==> config.mk <==
export PLATFORM = sky130hd
export DESIGN_NAME = trace_header_id_extractor
export DESIGN_NICKNAME = d
export VERILOG_FILES = /design/src/sv/thide_pkg.sv /design/src/sv/trace_header_id_extractor.sv /design/src/sv/thide_parser.sv
export SDC_FILE = /design/constraint.sdc
export NUM_CORES = 1
export LEC_CHECK = 0
export BUFFER_PORTS_ARGS = -buffer_cell sky130_fd_sc_hd__buf_2
export CORE_ASPECT_RATIO = 1.4
export CORE_UTILIZATION = 60
export CTS_BUF_LIST = sky130_fd_sc_hd__clkbuf_4 sky130_fd_sc_hd__clkbuf_8 sky130_fd_sc_hd__clkbuf_16
export CTS_CLUSTER_SIZE = 20
export DETAILED_ROUTE_END_ITERATION = 12
export PLACE_DENSITY = 0.8
export SYNTH_ARGS = -nofsm -noshare
export SYNTH_HDL_FRONTEND = slang
export SYNTH_SLANG_ARGS = --single-unit
==> constraint.sdc <==
create_clock -name clk -period 13.4 [get_ports clk]
set_clock_uncertainty 0.1 [all_clocks]
set_input_delay 0.67 -clock clk [delete_from_list [all_inputs] [get_ports clk]]
set_output_delay 0.67 -clock clk [all_outputs]
set_load 0.01 [all_outputs]
==> src/sv/thide_pkg.sv <==
// ----------------------------------------------------------------------------
// thide_pkg
// Shared types, character codes and prefix tables for the trace header
// id extractor.
// ----------------------------------------------------------------------------
package thide_pkg;

  // candidate form bit positions
  localparam int FORM_TP = 0;  // fixed-layout traceparent form
  localparam int FORM_UT = 1;  // colon-separated hex form
  localparam int FORM_XD = 2;  // decimal form

  // reported kind codes
  localparam logic [1:0] KIND_TP = 2'd0;
  localparam logic [1:0] KIND_UT = 2'd1;
  localparam logic [1:0] KIND_XD = 2'd2;

  // prefix lengths
  localparam logic [4:0] LEN_TP = 5'd16;
  localparam logic [4:0] LEN_UT = 5'd14;
  localparam logic [4:0] LEN_XD = 5'd19;

  // id field limits, in byte pairs or digits
  localparam logic [4:0] TRACE_PAIRS = 5'd16;
  localparam logic [4:0] SPAN_PAIRS  = 5'd8;
  localparam logic [4:0] MAX_DIGITS  = 5'd20;

  localparam logic [7:0] CH_SPACE = 8'h20;
  localparam logic [7:0] CH_DASH  = 8'h2d;
  localparam logic [7:0] CH_COLON = 8'h3a;

  typedef struct packed {
    logic        found;
    logic [1:0]  kind;
    logic [63:0] trace_high;
    logic [63:0] trace_low;
    logic [63:0] span;
  } thide_result_t;

  // "traceparent: 00-"
  function automatic logic [7:0] tp_char(logic [3:0] i);
    logic [7:0] c;
    case (i)
      4'd0:  c = 8'h74;
      4'd1:  c = 8'h72;
      4'd2:  c = 8'h61;
      4'd3:  c = 8'h63;
      4'd4:  c = 8'h65;
      4'd5:  c = 8'h70;
      4'd6:  c = 8'h61;
      4'd7:  c = 8'h72;
      4'd8:  c = 8'h65;
      4'd9:  c = 8'h6e;
      4'd10: c = 8'h74;
      4'd11: c = 8'h3a;
      4'd12: c = 8'h20;
      4'd13: c = 8'h30;
      4'd14: c = 8'h30;
      4'd15: c = 8'h2d;
      default: c = 8'h00;
    endcase
    return c;
  endfunction

  // colon-separated form prefix, 14 bytes
  function automatic logic [7:0] ut_char(logic [3:0] i);
    logic [7:0] c;
    case (i)
      4'd0:  c = 8'h75;
      4'd1:  c = 8'h62;
      4'd2:  c = 8'h65;
      4'd3:  c = 8'h72;
      4'd4:  c = 8'h2d;
      4'd5:  c = 8'h74;
      4'd6:  c = 8'h72;
      4'd7:  c = 8'h61;
      4'd8:  c = 8'h63;
      4'd9:  c = 8'h65;
      4'd10: c = 8'h2d;
      4'd11: c = 8'h69;
      4'd12: c = 8'h64;
      4'd13: c = 8'h3a;
      default: c = 8'h00;
    endcase
    return c;
  endfunction

  // decimal form prefix, 19 bytes
  function automatic logic [7:0] xd_char(logic [4:0] i);
    logic [7:0] c;
    case (i)
      5'd0:  c = 8'h78;
      5'd1:  c = 8'h2d;
      5'd2:  c = 8'h64;
      5'd3:  c = 8'h61;
      5'd4:  c = 8'h74;
      5'd5:  c = 8'h61;
      5'd6:  c = 8'h64;
      5'd7:  c = 8'h6f;
      5'd8:  c = 8'h67;
      5'd9:  c = 8'h2d;
      5'd10: c = 8'h74;
      5'd11: c = 8'h72;
      5'd12: c = 8'h61;
      5'd13: c = 8'h63;
      5'd14: c = 8'h65;
      5'd15: c = 8'h2d;
      5'd16: c = 8'h69;
      5'd17: c = 8'h64;
      5'd18: c = 8'h3a;
      default: c = 8'h00;
    endcase
    return c;
  endfunction

  function automatic logic is_digit(logic [7:0] c);
    return (c >= 8'h30) && (c <= 8'h39);
  endfunction

  function automatic logic is_hex(logic [7:0] c);
    return is_digit(c) || ((c >= 8'h61) && (c <= 8'h66)) ||
           ((c >= 8'h41) && (c <= 8'h46));
  endfunction

  // valid only where is_hex holds
  function automatic logic [3:0] hex_val(logic [7:0] c);
    return is_digit(c) ? c[3:0] : (c[3:0] + 4'd9);
  endfunction

endpackage

==> src/sv/trace_header_id_extractor.sv <==
// ----------------------------------------------------------------------------
// trace_header_id_extractor
// Recognizes a trace header at the start of a message payload and returns
// the trace and span ids it carries, one result word per message.
// ----------------------------------------------------------------------------
//
//   channel | dir | tdata                          | tuser          | tlast
//   --------+-----+--------------------------------+----------------+------------
//   in_     | in  | [7:0] payload byte             | -              | last byte
//   out_    | out | [63:0] trace high, [127:64]    | [0] found,     | -
//           |     | trace low, [191:128] span      | [2:1] kind     |
//
// one payload byte is taken per cycle while no last byte is stalled; each byte is held
// in the input register, and the parser state and result register load behind it
// a result is registered in the output register as the last byte leaves the input register
// rst_n is synchronous; it clears the parser, the input stage and out_tvalid
// a held result blocks only the next last byte: non-last bytes keep flowing
// while out_tready is low, since they never produce a result word
//
module trace_header_id_extractor (
  input  logic          clk,
  input  logic          rst_n,
  input  logic          in_tvalid,
  output logic          in_tready,
  input  logic [7:0]    in_tdata,   // [7:0] payload_byte
  input  logic          in_tlast,   // end_of_payload
  output logic          out_tvalid,
  input  logic          out_tready,
  output logic [191:0]  out_tdata,  // [63:0] trace_id_high, [127:64] trace_id_low,
                                    // [191:128] span_identifier
  output logic [2:0]    out_tuser   // [0] header_found, [2:1] header_kind
);
  import thide_pkg::*;

  // input register
  logic       s1_valid_r;
  logic [7:0] s1_byte_r;
  logic       s1_last_r;

  // output register
  logic          out_valid_r, out_valid_nxt;
  thide_result_t out_res_r;

  thide_result_t res;
  logic          in_acc, stall, adv, load;

  // only a last byte needs room in the output register
  assign stall     = s1_valid_r && s1_last_r && out_valid_r && !out_tready;
  assign adv       = s1_valid_r && !stall;
  assign load      = adv && s1_last_r;
  assign in_tready = !s1_valid_r || !stall;
  assign in_acc    = in_tvalid && in_tready;

  always_ff @(posedge clk) begin
    if (!rst_n) begin
      s1_valid_r <= 1'b0;
    end else if (in_acc) begin
      s1_valid_r <= 1'b1;
    end else if (adv) begin
      s1_valid_r <= 1'b0;
    end
  end

  always_ff @(posedge clk) begin
    if (in_acc) begin
      s1_byte_r <= in_tdata;
      s1_last_r <= in_tlast;
    end
  end

  thide_parser u_parser (
    .clk      (clk),
    .rst_n    (rst_n),
    .step_i   (adv),
    .byte_i   (s1_byte_r),
    .last_i   (s1_last_r),
    .result_o (res)
  );

  always_comb begin
    out_valid_nxt = out_valid_r;
    if (load) begin
      out_valid_nxt = 1'b1;
    end else if (out_tready) begin
      out_valid_nxt = 1'b0;
    end
  end

  always_ff @(posedge clk) begin
    if (!rst_n) begin
      out_valid_r <= 1'b0;
    end else begin
      out_valid_r <= out_valid_nxt;
    end
  end

  always_ff @(posedge clk) begin
    if (load) begin
      out_res_r <= res;
    end
  end

  assign out_tvalid = out_valid_r;
  assign out_tdata  = {out_res_r.span, out_res_r.trace_low, out_res_r.trace_high};
  assign out_tuser  = {out_res_r.kind, out_res_r.found};

  // a result word only follows a last byte
  a_rose_after_last: assert property (@(posedge clk) disable iff (!rst_n)
    $rose(out_tvalid) |-> $past(s1_valid_r && s1_last_r))
    else $error("result without a last byte");

  a_not_found_zero: assert property (@(posedge clk) disable iff (!rst_n)
    (out_tvalid && !out_tuser[0]) |-> ((out_tdata == '0) && (out_tuser[2:1] == KIND_TP)))
    else $error("not-found result carries data");

  a_kind_legal: assert property (@(posedge clk) disable iff (!rst_n)
    (out_tvalid && out_tuser[0]) |->
      ((out_tuser[2:1] == KIND_TP) || (out_tuser[2:1] == KIND_UT) ||
       (out_tuser[2:1] == KIND_XD)))
    else $error("found result with unknown kind");

endmodule

==> src/sv/thide_parser.sv <==
// ----------------------------------------------------------------------------
// thide_parser
// Per-byte header parser: prefix match, hex pair capture and decimal
// accumulation, with the result of the message formed on its last byte.
// ----------------------------------------------------------------------------
module thide_parser (
  input  logic                    clk,
  input  logic                    rst_n,
  input  logic                    step_i,   // one byte consumed this cycle
  input  logic [7:0]              byte_i,
  input  logic                    last_i,
  output thide_pkg::thide_result_t result_o  // valid when step_i and last_i
);
  import thide_pkg::*;

  typedef enum logic [6:0] {
    PH_PREFIX = 7'b0000001,
    PH_SKIP   = 7'b0000010,
    PH_LEAD   = 7'b0000100,
    PH_TRACE  = 7'b0001000,
    PH_SPAN   = 7'b0010000,
    PH_DIGITS = 7'b0100000,
    PH_DONE   = 7'b1000000
  } phase_t;

  phase_t      phase_r, phase_nxt;
  logic [2:0]  cand_r, cand_nxt;
  logic [4:0]  pos_r, pos_nxt;
  logic        half_r, half_nxt;
  logic [3:0]  nib_r, nib_nxt;
  logic [4:0]  idx_r, idx_nxt;
  logic [7:0]  tr_r [16];
  logic [7:0]  tr_nxt [16];
  logic [7:0]  sp_r [8];
  logic [7:0]  sp_nxt [8];
  logic [63:0] acc_r, acc_nxt;

  logic       c_hex, c_dig, strict, lead_space, trace_act, digit_act;
  logic [3:0] c_val;
  logic [7:0] sep;
  logic       hit_tp, hit_ut, hit_xd;
  logic       found_tp, found_ut, found_xd;
  logic [63:0] th, tl, sh;

  always_comb begin
    c_hex      = is_hex(byte_i);
    c_val      = hex_val(byte_i);
    c_dig      = is_digit(byte_i);
    strict     = cand_r[FORM_TP];
    sep        = strict ? CH_DASH : CH_COLON;
    lead_space = (byte_i == CH_SPACE);
    hit_tp = (pos_r >= LEN_TP) || (byte_i == tp_char(pos_r[3:0]));
    hit_ut = (pos_r >= LEN_UT) || (byte_i == ut_char(pos_r[3:0]));
    hit_xd = (pos_r >= LEN_XD) || (byte_i == xd_char(pos_r));
    trace_act = (phase_r == PH_TRACE) ||
                ((phase_r == PH_LEAD) && cand_r[FORM_UT] && !lead_space);
    digit_act = (phase_r == PH_DIGITS) ||
                ((phase_r == PH_LEAD) && cand_r[FORM_XD] && !lead_space);

    phase_nxt = phase_r;
    cand_nxt  = cand_r;
    pos_nxt   = (pos_r == 5'h1f) ? pos_r : (pos_r + 5'd1);
    half_nxt  = half_r;
    nib_nxt   = nib_r;
    idx_nxt   = idx_r;
    tr_nxt    = tr_r;
    sp_nxt    = sp_r;
    acc_nxt   = acc_r;

    case (phase_r)
      PH_PREFIX: begin
        cand_nxt = cand_r & {hit_xd, hit_ut, hit_tp};
        if (cand_nxt[FORM_TP] && (pos_r == LEN_TP - 5'd1)) begin
          phase_nxt = PH_TRACE;
          idx_nxt   = '0;
          half_nxt  = 1'b0;
        end else if (cand_nxt[FORM_UT] && (pos_r == LEN_UT - 5'd1)) begin
          phase_nxt = PH_LEAD;
        end else if (cand_nxt[FORM_XD] && (pos_r == LEN_XD - 5'd1)) begin
          phase_nxt = PH_SKIP;
        end
      end
      // byte after the decimal prefix is not looked at
      PH_SKIP: phase_nxt = PH_LEAD;
      PH_LEAD: begin
        if (lead_space) begin
          phase_nxt = cand_r[FORM_UT] ? PH_TRACE : PH_DIGITS;
        end
      end
      PH_SPAN: begin
        if (!half_r) begin
          if ((idx_r < SPAN_PAIRS) && c_hex) begin
            half_nxt = 1'b1;
            nib_nxt  = c_val;
          end else begin
            phase_nxt = PH_DONE;
            if (strict && (idx_r < SPAN_PAIRS)) cand_nxt = '0;
          end
        end else if (c_hex) begin
          sp_nxt[idx_r[2:0]] = {nib_r, c_val};
          idx_nxt  = idx_r + 5'd1;
          half_nxt = 1'b0;
        end else begin
          phase_nxt = PH_DONE;
          half_nxt  = 1'b0;
          if (strict) cand_nxt = '0;
        end
      end
      PH_TRACE, PH_DIGITS, PH_DONE: ;
      default: ;
    endcase

    if (trace_act) begin
      phase_nxt = PH_TRACE;
      if (!half_r) begin
        if ((idx_r < TRACE_PAIRS) && c_hex) begin
          half_nxt = 1'b1;
          nib_nxt  = c_val;
        end else if ((byte_i == sep) && (!strict || (idx_r == TRACE_PAIRS))) begin
          phase_nxt = PH_SPAN;
          idx_nxt   = '0;
        end else begin
          phase_nxt = PH_DONE;
          if (strict) cand_nxt = '0;
        end
      end else if (c_hex) begin
        tr_nxt[idx_r[3:0]] = {nib_r, c_val};
        idx_nxt  = idx_r + 5'd1;
        half_nxt = 1'b0;
      end else begin
        phase_nxt = PH_DONE;
        half_nxt  = 1'b0;
        if (strict) cand_nxt = '0;
      end
    end

    if (digit_act) begin
      phase_nxt = PH_DIGITS;
      if ((idx_r < MAX_DIGITS) && c_dig) begin
        acc_nxt = (acc_r << 3) + (acc_r << 1) + {60'd0, byte_i[3:0]};
        idx_nxt = idx_r + 5'd1;
      end else begin
        phase_nxt = PH_DONE;
      end
    end
  end

  // result of the message as it stands after this byte
  always_comb begin
    found_tp = cand_nxt[FORM_TP] && (idx_nxt == SPAN_PAIRS) &&
               ((phase_nxt == PH_SPAN) || (phase_nxt == PH_DONE));
    found_ut = cand_nxt[FORM_UT] && (phase_nxt != PH_PREFIX);
    found_xd = cand_nxt[FORM_XD] && (phase_nxt != PH_PREFIX);
    for (int i = 0; i < 8; i++) begin
      th[63-8*i -: 8] = tr_nxt[i];
      tl[63-8*i -: 8] = tr_nxt[i+8];
      sh[63-8*i -: 8] = sp_nxt[i];
    end
    result_o.found      = found_tp || found_ut || found_xd;
    result_o.kind       = found_ut ? KIND_UT : (found_xd ? KIND_XD : KIND_TP);
    result_o.trace_high = found_xd ? acc_nxt : ((found_tp || found_ut) ? th : '0);
    result_o.trace_low  = (found_tp || found_ut) ? tl : '0;
    result_o.span       = (found_tp || found_ut) ? sh : '0;
  end

  // rearm after the last byte of each message
  always_ff @(posedge clk) begin
    if (!rst_n || (step_i && last_i)) begin
      phase_r <= PH_PREFIX;
      cand_r  <= 3'b111;
      pos_r   <= '0;
      half_r  <= 1'b0;
      nib_r   <= '0;
      idx_r   <= '0;
      acc_r   <= '0;
      for (int i = 0; i < 16; i++) tr_r[i] <= '0;
      for (int i = 0; i < 8; i++) sp_r[i] <= '0;
    end else if (step_i) begin
      phase_r <= phase_nxt;
      cand_r  <= cand_nxt;
      pos_r   <= pos_nxt;
      half_r  <= half_nxt;
      nib_r   <= nib_nxt;
      idx_r   <= idx_nxt;
      acc_r   <= acc_nxt;
      tr_r    <= tr_nxt;
      sp_r    <= sp_nxt;
    end
  end

  // forms differ in their first byte
  a_one_form: assert property (@(posedge clk) disable iff (!rst_n)
    (pos_r != 5'd0) |-> $onehot0(cand_r))
    else $error("more than one header form still open");

  a_form_held: assert property (@(posedge clk) disable iff (!rst_n)
    ((phase_r == PH_SKIP) || (phase_r == PH_LEAD) || (phase_r == PH_DIGITS))
      |-> $onehot(cand_r))
    else $error("post-prefix phase without a matched form");

  a_half_phase: assert property (@(posedge clk) disable iff (!rst_n)
    half_r |-> ((phase_r == PH_TRACE) || (phase_r == PH_SPAN)))
    else $error("pending nibble outside an id field");

endmodule

==> results of run 1 <==
[metal layers]
metal	part of all wire, %	GRT usage [%]
met3	6.3	3.565
met5	0	0
met4	5.6	19.54
met1	38	37.76
met2	50	56.90
[flip-flops by register name (all words and copies together), names as in the netlist, named ones only]
| name | flops |
|---|---|
| out_tuser | 3 |
| s1_valid_r | 1 |
| u_parser.phase_r | 7 |
| u_parser.idx_r | 5 |
| u_parser.sp_r | 64 |
| s1_byte_r | 8 |
| u_parser.acc_r | 64 |
| out_tdata | 192 |
| u_parser.cand_r | 3 |
| u_parser.tr_r | 128 |
| u_parser.half_r | 1 |
| s1_last_r | 1 |
| u_parser.nib_r | 4 |
| out_tvalid | 1 |
| u_parser.pos_r | 5 |
[through the flow]
stage | power [mW] | hold slack [ns] | utilization [%] | instances
floorplan | 1.829 | 0.3329 | - | 3042
global placement | 1.899 | 0.3393 | 63.34 | 3602
detailed placement | 1.903 | 0.3456 | 63.34 | 3602
CTS | 3.229 | 0.1456 | 66.87 | 3692
global route | 3.308 | 0.1467 | 66.87 | 3692
finish | 3.225 | 0.1627 | 66.87 | 3692
[cell usage in the layout, fill, tap and decap left out, types with 37 or more instances in the layout]
master     instances
a211oi_1         100
a21oi_1          359
buf_2            209
clkbuf_16         48
dfxtp_1          299
edfxtp_1         204
ha_1             142
mux2i_1           65
nand2_1          449
nand3_1           71
nor2_1           388
o21ai_0          164
o22ai_1           46
xnor2_1           45
xor2_1            37
[layout make-up]
cell class,instances,area [um^2]
clock buffer,69,1415
inverter,34,127.6
multi-input combinational,2258,13570
timing repair buffer,245,1316
clock inverter,21,140.1
tap,558,698.2
fill,3492,14600
sequential,507,12200
[worst min path at each step]
stage	startpoint	endpoint	cells past startpoint
6_report	in_tlast	s1_last_r	1
2_1_floorplan	u_parser.tr_r[103]	u_parser.tr_r[103]	2
3_5_place_dp	u_parser.sp_r[44]	u_parser.sp_r[44]	2
3_3_place_gp	u_parser.tr_r[118]	u_parser.tr_r[118]	2
5_1_grt	in_tlast	s1_last_r	1
4_1_cts	in_tlast	s1_last_r	1
[power by group through the flow]
stage | logic [mW] | registers, mW | clock network [mW]
after global placement | 0.212 | 1.69 | 0
after global routing | 0.234 | 1.66 | 1.42
after CTS | 0.216 | 1.65 | 1.36
after detailed placement | 0.216 | 1.69 | 0
after floorplan | 0.135 | 1.69 | 0
final | 0.219 | 1.65 | 1.35
[worst reg2reg max path, stage by stage, from the launching register on]
cell      delay, ns
edfxtp_1       0.60
inv_1          0.30
ha_1           0.25
o21bai_1       0.12
a211oi_2       0.83
nand3_2        0.93
buf_4          0.64
nand4_1        0.19
nand2b_1       0.11
a31oi_1        0.15
a31oi_4        0.20
buf_4          0.49
buf_4          0.84
nor2_1         0.18
[logic make-up after synthesis]
kind of cell | count (synthesis) | share of synthesized area, %
DFF | 507 | 45.53
and+or+nand+nor | 1086 | 17.48
muxes | 86 | 3.308
xor gates and xnor gates | 86 | 2.813
AOI/OAI and AO/OA | 856 | 19.74
buffers and inverters | 277 | 4.346
adders and majority gates | 144 | 6.785
==> summary.txt, run 1 <==
Outcome
  • Outcome: complete, no violations

Synthesis
  • Synth top area share: 22.88%
  • Top FF cell, synth: dfxtp_1
  • Synth Register Bits: 507
  • Seq/Total Area, Yosys: 45.53%
  • Top cells by area, synth: edfxtp_1, dfxtp_1, a21oi_1
  • Post-synth top cells: nand2_1, nor2_1, a21oi_1
  • Cell Area, Synth: 26780 um^2
  • Avg Cell Area, Syn: 8.802 um^2
  • Yosys warns: 0
  • Yosys top cell by area: edfxtp_1
  • Top-count cell post-synth: nand2_1
  • Syn Inst Count: 3042
  • Mapped Nets: 3199
  • Yosys cell types: 90
  • EDFF count, synth: 204
  • Async SR Flop Fraction: 0%

Clock network
  • CTS buffer count: 48
  • Post-CTS Setup Inserts: 0
  • Clk root buf: clkbuf_16
  • CTS tree: done
  • Clock Path Buffers: 3
  • H-tree depth: 2
  • Worst-Skew Late Latency: 0.59 ns
  • Clock slew seen by the registers of the worst setup and hold paths: 0.07 ns
  • Post-CTS Resized: 0
  • Hold buffers post-CTS: 0
  • CTS Sinks: 507

Global routing
  • Gr ovfl total: 0
  • GRT Total Usage: 32.27%
  • Vias in the first global route: 21940
  • Initial antenna violation count: 0
  • Largest net degree at the start of global routing: 101
  • First-pass GRT wire length: 117.4 mm

Pwr
  • Flop pwr share: 51.3%
  • Power share of the clock group: 41.9%
  • Worst vdd ir: 0.1256 mV
  • P_sw: 0.7911 mW
  • Switching Fraction: 24.53%
  • LEAKAGE: 10.25 nW
  • Comb pwr share: 6.8%
  • Power Density: 109.5 nW/um^2
  • Internal: 2.434 mW

Timing
  • RSZ-0062 raised after global routing: no
  • Slew margin rel.: 18.88%
  • Final worst setup slack: 7.167 ns
  • Final setup viols: 0
  • Final-report max-slew violation count: 0
  • Achievable Freq: 0.1604 GHz
  • Post-layout minimum cycle time: 6.233 ns
  • Hold Vio Cnt, Final: 0
  • Worst slew pin tran: 1.201 ns
  • Final setup TNS: 0 ns
  • Period utilization: 46.51%

Detailed routing
  • Residual DRC count: 0
  • WL per Instance: 20.40 um
  • Drt pass-1 iters: 7
  • DR iter-0 viols: 2198
  • Final WL: 75.31 mm
  • Via Count: 23070
  • Final ANT Viol Nets: 0
  • DR vias/cell: 6.249

Place
  • Hpwl dp: 50.80 mm
  • GP Congestion: 0.9469
  • Buffers on Ports: 209
  • Post-placement cell area: 27910 um^2
  • Worst slack at placement: 7.181 ns

Worst setup path
  • Cell count along the critical path: 13
  • Crit path to: out_tdata[142]
  • Crit path cell chain: inv_1 -> ha_1 -> o21bai_1 -> a211oi_2 -> nand3_2 -> buf_4 -> nand4_1 -> nand2b_1 -> a31oi_1 -> a31oi_4 -> buf_4 -> buf_4 -> nor2_1
  • Worst-path maximum fanout: 78
  • Cell family with most CP delay: buffers and inverters
  • Worst r2r dst: out_tdata[142]
  • Worst Setup SP: s1_byte_r[0]
  • Reg2reg start: s1_byte_r[0]
  • CP endpoint kind: flip-flop
  • Reg2Reg Setup Slack: 7.17 ns
  • Worst Setup Start Kind: flip-flop
  • Slowest-stage cell, CP: nand3_2
  • Critical path's most frequent cell: buf_4
  • Worst Path Buf+Inv: 4
  • CP Data Required Time: 13.58 ns
  • Critical Setup Path Class: reg2reg
  • Critical Path Max Stage Delay: 0.93 ns
  • Cell count of the worst reg-to-reg path: 13
  • Crit path arrival time: 6.42 ns

Floorplan
  • I/O Pins: 210
  • Effective utilization at floorplan: 60.77%
  • Site Rows: 91
  • Core Area: 44060 um^2
  • Die H: 252.0 um
  • Die Wd: 180.5 um
  • Die area: 45490 um^2

Min path
  • Worst min path class: in2reg

Layout
  • Ant diodes: 0
  • Final nets: 3251
  • Ratio of cells with drive above 1 in the final layout: 13.56%
  • Fin area: 29460 um^2
  • Area Growth Syn to Fin: 10.03%

Job
  • Max Cap Viol: 0
No activity file was read; power rests on OpenSTA's default activity.
==> run 2: changes to the inputs <==
clock period = 6.1 ns   (was 13.4 ns; I/O delays follow)
==> run 2 against run 1 <==
Against the previous run:
- global-route usage down 0.27 points
- critical path type unchanged
- register-to-register slack worse by 6.2 ns
- clock power up 130%
- total power up 120%
- non-clock buffer count up 16
- critical path depth down 2
- critical endpoint is now u_parser.tr_r[35]
==> summary.txt, run 2 (synthesis results as in run 1) <==
Detailed routing
  • Residual DRC count: 0 (unchanged)
  • DR iter-0 viols: 2093 (-4.8%)
  • Via Count: 23240 (+0.72%)
  • Final WL: 74.39 mm (-1.2%)
  • DR vias/cell: 6.269 (+0.31%)
  • Final ANT Viol Nets: 0 (unchanged)
  • Drt pass-1 iters: 6 (-1)
  • WL per Instance: 20.07 um (-1.6%)

Layout
  • Most common cell after layout, fill and taps aside: nand2_1
  • Most frequent cells in the layout: nand2_1, nor2_1, a21oi_1
  • Max reg flops: 192 (unchanged)
  • Final nets: 3267 (+0.49%)
  • Area Growth Syn to Fin: 10.91%
  • Ratio of cells with drive above 1 in the final layout: 13.72% (+0.16 points)
  • Ant diodes: 0 (unchanged)
  • Final core occ: 67.40% (+0.53 points)
  • Fin area: 29700 um^2 (+0.80%)

Global routing
  • Gr ovfl total: 0 (unchanged)
  • Vias in the first global route: 22150 (+0.97%)
  • GRT Total Usage: 32.00% (-0.27 points)
  • Largest net degree at the start of global routing: 166 (+64%)
  • First-pass GRT wire length: 117.3 mm (-0.13%)
  • Initial antenna violation count: 0 (unchanged)

Clock network
  • Clk root buf: clkbuf_16
  • Clock Path Buffers: 3 (unchanged)
  • H-tree depth: 2 (unchanged)
  • CTS buffer count: 48 (unchanged)
  • Clock slew seen by the registers of the worst setup and hold paths: 0.06 ns (about the same)
  • Worst-Skew Late Latency: 0.58 ns (about the same)
  • Post-CTS Setup Inserts: 0 (unchanged)
  • CTS Sinks: 507 (unchanged)
  • CTS tree: done

Worst setup path
  • CP endpoint kind: flip-flop
  • Worst Setup Start Kind: flip-flop
  • Reg2reg start: s1_byte_r[0]
  • Worst-path maximum fanout: 18 (-77%)
  • Worst Setup SP: s1_byte_r[0]
  • Critical Setup Path Class: reg2reg
  • CP Data Required Time: 6.48 ns (-7.10 ns)
  • Crit path arrival time: 5.49 ns (-0.93 ns)
  • Cell count of the worst reg-to-reg path: 11 (-2)

Pwr
  • Worst vdd ir: 0.1940 mV (+54%)
  • LEAKAGE: 10.36 nW (+1.1%)
  • Power Density: 242.2 nW/um^2 (+120%)
  • Overall power: 7.192 mW (+120%)

Timing
  • Hold Vio Cnt, Final: 0 (unchanged)
  • Hold_ws: 0.1036 ns (-0.05908 ns)
  • Final setup TNS: 0 ns (unchanged)
  • Final-report max-slew violation count: 0 (unchanged)
  • Final setup viols: 0 (unchanged)
  • Post-layout minimum cycle time: 5.113 ns (-1.119 ns)
  • RSZ-0062 raised after global routing: no
  • Achievable Freq: 0.1956 GHz (+22%)
  • Slew margin rel.: 17.58% (-1.3 points)
  • Worst slew pin tran: 1.230 ns (+0.02941 ns)
  • Period utilization: 83.83% (+37 points)

Outcome
  • Outcome: complete, no violations

Floorplan
  • Site Rows: 91 (unchanged)
  • Die Wd: 180.5 um (unchanged)
  • Die H: 252.0 um (unchanged)
  • I/O Pins: 210 (unchanged)
  • Effective utilization at floorplan: 60.77% (unchanged)
  • Core Area: 44060 um^2 (unchanged)
  • Die area: 45490 um^2 (unchanged)

Place
  • GP Congestion: 0.9189 (-3.0%)
  • Post-placement cell area: 27960 um^2 (+0.19%)
  • Hpwl dp: 50.10 mm (-1.4%)
  • Buffers on Ports: 209 (unchanged)

Min path
  • Min-delay src: out_tready
  • Hold Path Depth: 4 (+3)
  • Worst min path class: in2reg

Job
  • Max Cap Viol: 0 (unchanged)
-- run 2: path summary, 6_finish.rpt --
kind / slack, ns / endpoint
worst max-delay path: 0.99 / u_parser.tr_r[35]
worst min-delay path: 0.10 / out_tvalid
worst max register to register: 0.99 / u_parser.tr_r[35]
worst min register to register: 0.35 / u_parser.tr_r[127]
-- run 2: report_power, final --
group	total, mW	switching (mW)	internal [mW]	leakage, nW
registers	3.63	0.0495	3.58	4.20
logic	0.489	0.344	0.145	5.35
clock network	3.07	1.30	1.77	0.805
-- run 2: routing by layer --
metal	global-route usage, %	wire (um)	vias to the layer above
li1	-	-	10970
met1	38.10	28650	11030
met2	56.64	37290	996
met3	3.522	4476	242
met4	17.22	3963	0
met5	0	0	-
-- run 2: repair_timing --
item	CTS	global route
hold buffers	12	0
hold endpoints to repair	12	0
gates resized for setup	0	0
-- run 2: metrics by stage --
step	cells	worst slack, ns
final	3707	0.9866
after global routing	3707	0.7246
after CTS	3707	1.086
after detailed placement	3606	1.107
after global placement	3606	1.173
after floorplan	3042	0.8218
-- run 2: worst max-delay path, stage by stage (launching register included) --
cell and delay (ns):
edfxtp_1 0.73, inv_1 0.25, ha_1 0.29, nor4b_1 0.15, nor2_1 0.21, and3_1 0.35
nand3_2 0.27, nor3b_2 0.98, nand2_1 0.60, nor2_1 0.71, nor2_1 0.11, a211oi_1 0.27
-- run 2: area by class of cell --
cell class	count	area (um^2)
Timing Repair Buffer	261	1504
Sequential cell	507	12200
Multi-Input combinational cell	2258	13560
Clock buffer	74	1445
Tap cell	558	698.2
Inverter	34	127.6
Fill cell	3502	14370
Clock inverter	15	171.4
